File: src/rtl/core/ssb_pkg.sv
// ----------------------------------------------------------------------------
// ssb_pkg
// Shared types and codes for the sorted set builder: payload structs,
// operation and status codes, controller states and cell control.
// ----------------------------------------------------------------------------
package ssb_pkg;

  // Field widths fixed by the item format.
  localparam int VALUE_W  = 32;
  localparam int OP_W     = 2;
  localparam int STATUS_W = 2;

  // Operation codes.
  localparam logic [OP_W-1:0] OP_ADD   = 2'd0;
  localparam logic [OP_W-1:0] OP_UNION = 2'd1;
  localparam logic [OP_W-1:0] OP_BUILD = 2'd2;

  // Result status codes.
  localparam logic [STATUS_W-1:0] ST_OK      = 2'd0;
  localparam logic [STATUS_W-1:0] ST_FULL    = 2'd1;
  localparam logic [STATUS_W-1:0] ST_PRESENT = 2'd2;
  localparam logic [STATUS_W-1:0] ST_EMPTY   = 2'd3;

  // Input item.
  typedef struct packed {
    logic [OP_W-1:0]    op;
    logic [VALUE_W-1:0] value;
  } in_item_t;

  // Result item.
  typedef struct packed {
    logic [VALUE_W-1:0]  value_out;
    logic                last;
    logic [STATUS_W-1:0] status;
  } out_item_t;

  // Controller states.
  typedef enum logic [1:0] {
    S_IDLE,
    S_CMP,
    S_INS,
    S_BUILD
  } state_t;

  // What every cell does in a cycle.
  typedef enum logic [1:0] {
    CM_HOLD,
    CM_COMPARE,
    CM_INSERT,
    CM_ROTATE
  } cell_mode_t;

  // Control broadcast from the controller to the row of cells.
  typedef struct packed {
    cell_mode_t         mode;
    logic [VALUE_W-1:0] value;
  } cell_ctrl_t;

endpackage

File: src/rtl/core/ssb_cell.sv
// ----------------------------------------------------------------------------
// ssb_cell
// One entry of the sorted row. It compares its entry with the broadcast
// value, shifts right from its left neighbor on insert, and takes its right
// neighbor (or the head entry at the tail) while the row rotates for output.
// ----------------------------------------------------------------------------
module ssb_cell (
  input  logic                            clk,
  input  ssb_pkg::cell_ctrl_t             ctrl,
  input  logic                            occ,
  input  logic                            tail,
  input  logic [ssb_pkg::VALUE_W-1:0]     left_val,
  input  logic                            left_gt,
  input  logic [ssb_pkg::VALUE_W-1:0]     right_val,
  input  logic [ssb_pkg::VALUE_W-1:0]     head_val,
  output logic [ssb_pkg::VALUE_W-1:0]     val,
  output logic                            gt,
  output logic                            eq
);

  logic [ssb_pkg::VALUE_W-1:0] val_r, val_nxt;
  logic                        gt_r, gt_nxt;
  logic                        eq_r, eq_nxt;

  // Next entry and compare flags for the current cell mode.
  always_comb begin
    val_nxt = val_r;
    gt_nxt  = gt_r;
    eq_nxt  = eq_r;
    case (ctrl.mode)
      ssb_pkg::CM_COMPARE: begin
        // An unoccupied cell counts as larger than any value.
        gt_nxt = !occ || (val_r > ctrl.value);
        eq_nxt = occ && (val_r == ctrl.value);
      end
      ssb_pkg::CM_INSERT: begin
        // The first larger cell takes the new value, the ones after it shift.
        if (gt_r) begin
          val_nxt = left_gt ? left_val : ctrl.value;
        end
      end
      ssb_pkg::CM_ROTATE: begin
        val_nxt = tail ? head_val : right_val;
      end
      default: begin
      end
    endcase
  end

  // Entry and flag registers; payload only, no reset.
  always_ff @(posedge clk) begin
    val_r <= val_nxt;
    gt_r  <= gt_nxt;
    eq_r  <= eq_nxt;
  end

  assign val = val_r;
  assign gt  = gt_r;
  assign eq  = eq_r;

endmodule

File: config.mk
export PLATFORM = sky130hd
export DESIGN_NAME = ssb_cell
export DESIGN_NICKNAME = d
export VERILOG_FILES = /design/src/rtl/core/ssb_pkg.sv /design/src/rtl/core/ssb_cell.sv
export SDC_FILE = /design/constraint.sdc
export NUM_CORES = 1
export LEC_CHECK = 0
export BUFFER_PORTS_ARGS = -buffer_cell sky130_fd_sc_hd__buf_2
export CORE_ASPECT_RATIO = 0.5
export CORE_MARGIN = 3
export CORE_UTILIZATION = 48
export CTS_CLUSTER_DIAMETER = 60
export DETAILED_ROUTE_END_ITERATION = 10
export PLACE_DENSITY = 0.9
export SLEW_MARGIN = 20
export SYNTH_ARGS = -nofsm -noshare
export SYNTH_HDL_FRONTEND = slang
export SYNTH_SLANG_ARGS = --single-unit
File: constraint.sdc
create_clock -name clk -period 5.3 [get_ports clk]
set_input_delay 1.06 -clock clk [delete_from_list [all_inputs] [get_ports clk]]
set_output_delay 1.06 -clock clk [all_outputs]
set_load 0.02 [all_outputs]
==> run metrics <==
Root Buffer clkbuf_16; Post-synth EDFFs 34; combinational power share 27.8%; endpoint type of the worst setup path flip-flop; total of max-cap violations 0; Die Ht 60.6 microns; Worst Max-Slew Pin Slew 1030 ps; final core occ 68.7%; most numerous cell in the Yosys netlist a21oi_1; Initial Util 50.9%; share of power burned in registers 39.5%; num rows 19; internal power 0.602 mW; Mapped Area 2870 sq um; sequential share of the synthesized area 35.6%; Max Clock Freq 383 MHz; Slew HR 31.2%; Ys Warns 0; post-layout min period 2610 ps; Sum Neg Setup Slack 0 ps; Total Routing Usage GR 21.1%; Sw Share 28.7%; CP startpoint kind input port; clk slew on worst S/H paths 50 ps; critical path's slowest cell nor4b_1; total setup buffers inserted after CTS 0; mean post-synth cell area 9.61 sq um; H-tree levels 2; syn_nets 464; DRT Wirelength 7710 microns; Area Overhead vs Synth 35.1%; Top FF cell, synth edfxtp_1; hold slack 918 ps; Post-Syn Instances 298; Die X 115 microns; crit path max fanout 3; GP Congestion 0.805; post-cts resize count 0; initial antenna violation count 0; CP cell instances buf_2 > inv_1 > ha_1 > nand4_1 > nor3_1 > a21boi_1 > nor4b_1 > o22ai_1; vias 2,780; die area 6990 sq um; ant diodes 0; peak supply drop 0.122 mV; P_leak 1.91 nW; # IOs 168; clk sinks 34; Synth area leader edfxtp_1; Hold Path Stages 3; drt drc 0; Final Skew 4.55 ps; grt total ovfl 0; DR vias/cell 5.25; post-synthesis cell type count 25; core area 5630 sq um; share of cells above drive strength 1 38.7%; CTS tree built; async set-or-reset flop fraction in the synthesized netlist 0%; final worst path period share 49.3%; switching power 0.242 mW; Hold Vio Cnt, Final 0; clock latency on the worst-skew pair 270 ps; WP data required 5290 ps; critical path's largest stage delay 550 ps; hpwl dp 6230 microns; Setup CP Type in2reg; drt pass-1 iters 4; Clock Power Share 32.7%; Routed Antenna Nets 0; RSZ-0062 raised after global routing false; NumNets Final 622; Pins Over Slew Limit 0; area share of the largest cell type after synthesis 35.6%; R2R cell count 6; most frequent cells after synthesis 44 x a21oi_1, 35 x nor2b_1, 34 x a211oi_1, 34 x edfxtp_1, 34 x inv_1; DRC marker count from the first detailed-route iteration 104; Critical Path AT 2600 ps; post-DR wirelength/cell 14.6 microns; vias in the first global route 2,670; CTS Buf Count 5; Setup Viol. Count Final 0; Area contributors post-synth edfxtp_1 36%, ha_1 14%, mux2i_1 11%; cts-stage hold buffer count 0; pin count of the biggest net entering global routing 65; CTS Buffer Depth 2; HP Class reg2reg; first-pass GRT wire length 11,800 microns; FF+latch count, synth 34; status complete, no violations; Port Buffers 167; PD cells 218 nW/um^2
-- registers in the layout, indices dropped and copies added, names as in the netlist --
register,count
val,32
eq,1
gt,1
-- critical path, delay by kind of cell --
family                   cells  cell delay (ps)
AO/OA/AOI/OAI                2              290
buffers and inverters        2              130
AND/OR/NAND/NOR              3              810
adder cells (fa/ha/maj)      1              310
-- cell type report --
class / count / area, sq um
flip-flops and latches: 34 / 1020
multi-input cells: 213 / 1650
inverters: 34 / 128
repair buffers: 168 / 843
well taps: 73 / 91.3
clock inverters: 2 / 8.76
clock buffers: 6 / 129
fillers: 497 / 1760
-- layout by cell type (no fill, tap or decap), drive strengths merged, types with 2 or more instances in the layout --
cell type	Yosys	routed
nand3	6	6
inv	34	34
mux2i	32	32
nand2	5	5
clkbuf	7	6
a211oi	34	34
ha	32	32
edfxtp	34	34
nor2b	35	35
nand4	8	8
buf	10	168
nor3	3	3
a21oi	44	44
clkinv	0	2
a21o	4	4
-- path summary, 6_finish.rpt --
path / startpoint / to / slack [ps]
worst max register to register: val[14] / gt / 3200
worst min-delay path: val[16] / eq / 920
worst max-delay path: ctrl[14] / gt / 2690
worst min register to register: val[16] / eq / 920
-- metrics by stage --
stage                     cell area, sq um  worst slack [ps]  total power, mW  cells
after floorplan                       2870              2780            0.478    298
after global placement                3730              2420            0.564    522
after detailed placement              3730              2410            0.573    522
after CTS                             3860              2690            0.850    530
after global routing                  3870              2580            0.892    530
final                                 3870              2690            0.844    530
-- layer usage --
layer / GRT usage, % / vias to the layer above / routed length (microns)
met5: 0 / - / 0
met1: 25.2 / 1271 / 3290
met3: 3.39 / 12 / 297
li1: - / 1428 / -
met4: 6.02 / 0 / 110
met2: 40.2 / 69 / 4020
-- cells by family (layout without fill, tap and decap cells) --
kind of cell / count (synthesis) / in the layout / share of synthesized area, %
simple gates: 60 / 60 / 12.4
mux: 32 / 32 / 11.2
flops: 34 / 34 / 35.6
buf+inv: 51 / 210 / 7.07
fa+ha+maj: 32 / 32 / 14.0
compound gates: 89 / 89 / 19.8
-- power by group through the flow --
stage                     clock network (mW)  registers (mW)  logic [mW]
after CTS                              0.281           0.334       0.235
after floorplan                            0           0.362       0.116
after global routing                   0.296           0.336       0.260
after global placement                     0           0.338       0.226
after detailed placement                   0           0.339       0.234
final                                  0.276           0.333       0.234
(Power assumes the default switching activity.)
